**config.mk**
```make
export PLATFORM = sky130hd
export DESIGN_NAME = assa_div
export DESIGN_NICKNAME = d
export VERILOG_FILES = /design/src/assa_div.sv
export SDC_FILE = /design/constraint.sdc
export NUM_CORES = 2
export LEC_CHECK = 0
export BUFFER_PORTS_ARGS = -buffer_cell sky130_fd_sc_hd__buf_2
export CORE_AREA = 10 10 395 397
export CTS_CLUSTER_DIAMETER = 50
export CTS_CLUSTER_SIZE = 8
export DETAILED_ROUTE_END_ITERATION = 8
export DIE_AREA = 0 0 405 407
export PLACE_DENSITY = 0.78
export SKIP_LAST_GASP = 1
export SYNTH_ARGS = -nofsm -noshare
export SYNTH_HDL_FRONTEND = slang
export SYNTH_SLANG_ARGS = --single-unit
```
**constraint.sdc**
```tcl
create_clock -name clk_i -period 3.03 [get_ports clk_i]
set_input_delay 0.1515 -clock clk_i [delete_from_list [all_inputs] [get_ports clk_i]]
set_output_delay 0.1515 -clock clk_i [all_outputs]
set_load 0.02 [all_outputs]
```
**src/assa_div.sv**
```systemverilog
`timescale 1ns / 1ps
`default_nettype none

// Two-lane restoring divider, one quotient bit per register stage.
// A valid bit and a one-bit tag ride along with each item.
module assa_div #(
  parameter int NUM_W = 26,
  parameter int DEN_W = 13
) (
  input  wire logic             clk_i,
  input  wire logic             rst_ni,
  input  wire logic             vld_i,
  input  wire logic             tag_i,
  input  wire logic [NUM_W-1:0] num_x_i,
  input  wire logic [NUM_W-1:0] num_y_i,
  input  wire logic [DEN_W-1:0] den_x_i,
  input  wire logic [DEN_W-1:0] den_y_i,
  output logic                  vld_o,
  output logic                  tag_o,
  output logic      [NUM_W-1:0] quo_x_o,
  output logic      [NUM_W-1:0] quo_y_o
);

  localparam int LANES = 2;

  logic             vld_q [NUM_W];
  logic             tag_q [NUM_W];
  logic [DEN_W-1:0] rem_q [NUM_W][LANES];
  logic [NUM_W-1:0] nq_q  [NUM_W][LANES];
  logic [DEN_W-1:0] den_q [NUM_W][LANES];

  for (genvar s = 0; s < NUM_W; s++) begin : g_stage
    logic             vld_in;
    logic             tag_in;
    logic [DEN_W-1:0] rem_in [LANES];
    logic [NUM_W-1:0] nq_in  [LANES];
    logic [DEN_W-1:0] den_in [LANES];
    logic [DEN_W-1:0] rem_d  [LANES];
    logic [NUM_W-1:0] nq_d   [LANES];

    if (s == 0) begin : g_first
      assign vld_in    = vld_i;
      assign tag_in    = tag_i;
      assign rem_in[0] = '0;
      assign rem_in[1] = '0;
      assign nq_in[0]  = num_x_i;
      assign nq_in[1]  = num_y_i;
      assign den_in[0] = den_x_i;
      assign den_in[1] = den_y_i;
    end else begin : g_next
      assign vld_in    = vld_q[s-1];
      assign tag_in    = tag_q[s-1];
      assign rem_in[0] = rem_q[s-1][0];
      assign rem_in[1] = rem_q[s-1][1];
      assign nq_in[0]  = nq_q[s-1][0];
      assign nq_in[1]  = nq_q[s-1][1];
      assign den_in[0] = den_q[s-1][0];
      assign den_in[1] = den_q[s-1][1];
    end

    for (genvar l = 0; l < LANES; l++) begin : g_lane
      logic [DEN_W:0] trial;
      logic           ge;
      logic [DEN_W:0] diff;
      assign trial    = {rem_in[l], nq_in[l][NUM_W-1]};
      assign ge       = trial >= {1'b0, den_in[l]};
      assign diff     = trial - {1'b0, den_in[l]};
      assign rem_d[l] = ge ? diff[DEN_W-1:0] : trial[DEN_W-1:0];
      assign nq_d[l]  = {nq_in[l][NUM_W-2:0], ge};
    end

    always_ff @(posedge clk_i or negedge rst_ni) begin
      if (!rst_ni) begin
        vld_q[s] <= 1'b0;
      end else begin
        vld_q[s] <= vld_in;
      end
    end

    always_ff @(posedge clk_i) begin
      tag_q[s]    <= tag_in;
      rem_q[s][0] <= rem_d[0];
      rem_q[s][1] <= rem_d[1];
      nq_q[s][0]  <= nq_d[0];
      nq_q[s][1]  <= nq_d[1];
      den_q[s][0] <= den_in[0];
      den_q[s][1] <= den_in[1];
    end
  end

  assign vld_o   = vld_q[NUM_W-1];
  assign tag_o   = tag_q[NUM_W-1];
  assign quo_x_o = nq_q[NUM_W-1][0];
  assign quo_y_o = nq_q[NUM_W-1][1];

endmodule

`default_nettype wire

```
==> Word level (Yosys, flattened, before mapping) <==
Memories as Yosys holds them, arrays and structs flattened.
Cells that the tools add are included.
{ "totals": {"in_bits": 82, "ff_bits": 26, "n_memories": 4, "ramBits": 2730, "out_inout_bits": 54, "wordCells": 186} }
{ "classes": {"n_lt_le_gt_ge": 52, "n_addsub": 52, "n_mux": 52} }
{ "memory_table": {"columns": ["memory", "depth", "width", "rd", "rd_clocked_by_memory_dff", "write_ports", "line", "rtl"], "rows": [
  ["nq_q", 26, 52, 26, 0, 26, "29", "logic [NUM_W-1:0] nq_q [NUM_W][LANES];"],
  ["den_q", 26, 26, 25, 0, 26, "30", "logic [DEN_W-1:0] den_q [NUM_W][LANES];"],
  ["rem_q", 26, 26, 25, 0, 26, "28", "logic [DEN_W-1:0] rem_q [NUM_W][LANES];"],
  ["tag_q", 26, 1, 26, 0, 26, "27", "logic tag_q [NUM_W];"]
]} }
{ "op_table": {"columns": ["operator", "count"], "rows": [
  ["14-bit by 13-bit greater-or-equal comparator with 1-bit output", 50],
  ["13-bit 2-to-1 mux", 52],
  ["13-bit subtractor", 50],
  ["1-bit by 13-bit greater-or-equal comparator with 1-bit output", 2],
  ["1-bit by 13-bit subtractor with 13-bit output", 2]
]} }

==> Depth between registers and ports, before layout <==
An unclocked memory read counts as a cell.
{ "logic_depth": {"depth_word": 3, "mapped_depth": 13, "mapped_depth_nobuf": 12} }

==> Least setup slack after synthesis <==
Ideal clock, no wire load.
{ "synth_timing": {"path_type": "register -> register", "from": "memory nq_q[2][155] in the netlist's numbering", "to": "memory rem_q[0][300] in the netlist's numbering", "path_buffers": 0, "arrival_time_ns": 2.618, "period_less_slack_ns": 2.739, "path_slack_ns": 0.291, "setup_time_ns": 0.121, "path_stages_with_launch": 11, "required_time_ns": 2.909, "cell_sequence": "dfxtp_1 inv_1 ha_1 inv_1 fa_1 a21o_1 a21o_1 a311oi_4 a211oi_2 a2111oi_4 mux2_2"} }
{ "synth_lines": {"columns": ["element", "line"], "rows": [
  ["start: declaration", "29"],
  ["end: declaration", "28"]
]} }

==> impl_metrics.ini <==
[run_status]
status = finished, final reports clean

[global_route]
grt_pass1_wl_um = 293800
antenna_found_initial = 4
grt-ovfl-total = 0
grt_max_degree = 27
grt_pass1_vias = 60000
grt_usage_pct = 21.46

[critical_path]
cp-start-kind = flip-flop
worstPathArrival_ps = 3760
critPathKind = flip-flop to flip-flop
cp_slowest_cell = fa_1
worstReg2RegEnd = rem_q[0][105]
worstPathCellList = ha_1, inv_1, fa_1, a21o_1, a21oi_2, o21ai_0, a221o_1, o31ai_4, buf_4, mux2_2
crit_path_end_kind = flip-flop
reg2reg_from = den_q[0][78]
startpoint = den_q[0][78]
crit_path_max_fanout = 7
worstPathRequired_ps = 3820
reg2reg_slack_ps = 60
ff2ff_path_depth = 10
slowest_delay_ps = 410

[run]
maxCapViolations = 0

[placed_design]
hpwl_um = 120600
gp_congestion = 0.9092
pre_cts_ws_ps = -31.49
io_buffers = 135

[die]
fp.dieW_um = 405
start_util_pct = 61.80
coreArea_sq_mm = 0.1475
num_rows = 141
die_h_um = 407
io-pin-count = 136
die-area_sq_mm = 0.1648

[logic_synthesis]
synth_top_area_cell = dfxtp_1
syn_area_sq_mm = 0.09115
yosysMostFrequentCell = dfxtp_1
synth_top_area_share_pct = 58.82
netlist_top_cells_area = dfxtp_1 59%, ha_1 9.0%, inv_1 3.5%, mux2_2 3.0%, o21ai_0 2.7%
syn_area_per_cell_sq_um = 11.18
ys_seq_area_share_pct = 59.53
async_flop_share_pct = 0.9615
yosys-top-cells-count = 2678 x dfxtp_1, 860 x inv_1, 654 x ha_1, 526 x nand2_1, 488 x o21ai_0
synth.distinct_cells = 80
synth_nets = 8940
synth_seq_cells = 2704
ys_warn_count = 0
synth-main-ff-cell = dfxtp_1
netlist_instances = 8156
synth_edf_count = 0

[cts]
htree_num_levels = 5
cts.reportedPaths.clkPinSlew_ps = 50
clock_sinks = 2704
cts_tree = yes
clock-root-buffer = clkbuf_16
insertion_delay_ps = 940
numCtsBuffers = 391
cts_buffer_depth = 4

[sta]
timing.setup.tns_ps = 0
period_share_pct = 98.10
fmax_mhz = 336.4
worst_slack_ps = 57.54
setup_viol = 0
period_needed_ps = 2972
worstMarginPinSlew_ps = 1166
skew_ps = 79.36
report.final.hold_viol_count = 0
slew_headroom_pct = 21.41
maxSlewViolCount = 0

[pwr]
p_int_mw = 79.32
power_frac_seq_pct = 40.0
combinationalPowerShare_pct = 27.5
power_frac_clock_pct = 32.5
power_density_mw_per_mm2 = 1057
ir_worst_vdd_v = 0.0006431
p_switching_mw = 33.35
switching_share_pct = 29.60
total_power_mw = 112.7
p_leak_nw = 49.38

[detailed_routing]
dr.pass1.iters = 6
wire_per_inst_um = 16.58
via_count = 57350
routed_via_density = 5.315
drt-total-wl_um = 178900
ant_nets = 0
drt-initial-drc-count = 3202
drc = 0

[final_layout]
area_delta_synth_final_pct = 16.93
drive_above_1_share_pct = 11.37
fin_nets = 9608

[worst_hold_path]
hold_path.class = input port to flip-flop
hold_end = rem_q[0][0]
hold_depth = 4
min_from = num_y_i[25]
flip-flops by register name, summed over array words and instances (netlist names):
signal          count
rem_q             650
den_q             650
tag_q              26
g_stage.vld_in     25
nq_q             1352
vld_o               1
layout make-up:
type,instances,area (sq um)
sequential,2704,54260
clock inverter,17,173.9
fill,9939,40910
clock buffer,410,9960
antenna,1,2.502
tap,1930,2415
inverter,860,3232
timing repair buffer,379,2999
multi-input combinational,4486,33520
timing repair inverter,2,15.01
cells in the final DEF, fill, tap and decap left out, drive strengths merged, types with 21 or more instances in the layout:
cell type	netlist	final
dfrtp	26	26
xnor2	243	243
nand2	526	526
nor2	319	319
a21boi	32	32
fa	48	48
nand4	69	69
a31oi	45	45
o31ai	40	40
nand2b	126	126
mux2	253	253
clkbuf	71	410
ha	654	654
a211oi	21	21
mux2i	49	49
inv	860	867
or2	27	27
nor4	23	23
o21a	60	60
dlygate4sd3	0	160
nand3	86	86
buf	36	219
a21o	209	209
o21ai	493	493
a211o	27	28
nor2b	58	58
dfxtp	2678	2678
xor2	216	216
nor3	140	140
o21bai	58	58
a21oi	410	410
o211ai	27	27
repair_timing:
action,CTS,global route
gates resized for setup,8,49
pin swaps,0,14
endpoints found under the hold margin,132,0
hold buffers,161,0
buffers inserted,0,10
endpoints found under the setup margin,66,284
cloned,0,3
logic make-up (layout without fill, tap and decap cells):
group | Yosys count | count (layout) | synth area share, %
other cells | 0 | 1 | 0
buf+inv | 967 | 1668 | 4.056
xor+xnor | 459 | 459 | 4.411
fa+ha+maj | 702 | 702 | 10.03
flops | 2704 | 2704 | 59.53
simple gates | 1455 | 1455 | 7.450
compound gates | 1567 | 1568 | 10.82
mux | 302 | 302 | 3.697
how the worst max path moves through the flow:
| stage | to | slack (ps) | depth (start not counted) |
|---|---|---|---|
| CTS | rem_q[0][89] | 2 | 11 |
| detailed placement | rem_q[0][160] | -30 | 10 |
| global route | rem_q[0][105] | -70 | 10 |
| finish | rem_q[0][105] | 60 | 10 |
| floorplan | rem_q[0][300] | 290 | 10 |
| global placement | rem_q[0][160] | -8 | 10 |
critical path, delay by kind of cell (launching register included):
family,cells,cell delay [ps]
AOI/OAI and AO/OA,5,1260
adders and majority gates,2,620
buffers and inverters,2,270
DFF,1,370
muxes,1,330
power by group through the flow:
stage                     Combinational (mW)  Sequential [mW]  Clock, mW
after floorplan                         23.4             44.6          0
after global placement                  28.7             45.5          0
after detailed placement                29.7             45.6          0
final                                   31.0             45.1       36.6
after CTS                               30.5             45.1       37.4
after global routing                    34.6             45.6       38.8
metal layers:
metal | part of all wire, % | up-vias | track usage (%)
met5 | 0 | - | 0
met2 | 50 | 1233 | 38.43
met4 | 3.5 | 0 | 8.917
met1 | 43 | 27020 | 25.47
met3 | 3.7 | 464 | 3.476
li1 | - | 28630 | -
metrics by stage:
| step | util (%) | cell area [sq um] | instances | hold WS [ps] |
|---|---|---|---|---|
| global placement | 64.06 | 94480 | 10190 | 145.0 |
| global route | 72.26 | 106600 | 10790 | 127.7 |
| floorplan | - | 91150 | 8156 | -144.1 |
| CTS | 72.04 | 106300 | 10780 | 48.35 |
| detailed placement | 64.06 | 94480 | 10190 | 163.4 |
| finish | 72.26 | 106600 | 10790 | 106.3 |
Power figures use the tool's default switching activity.
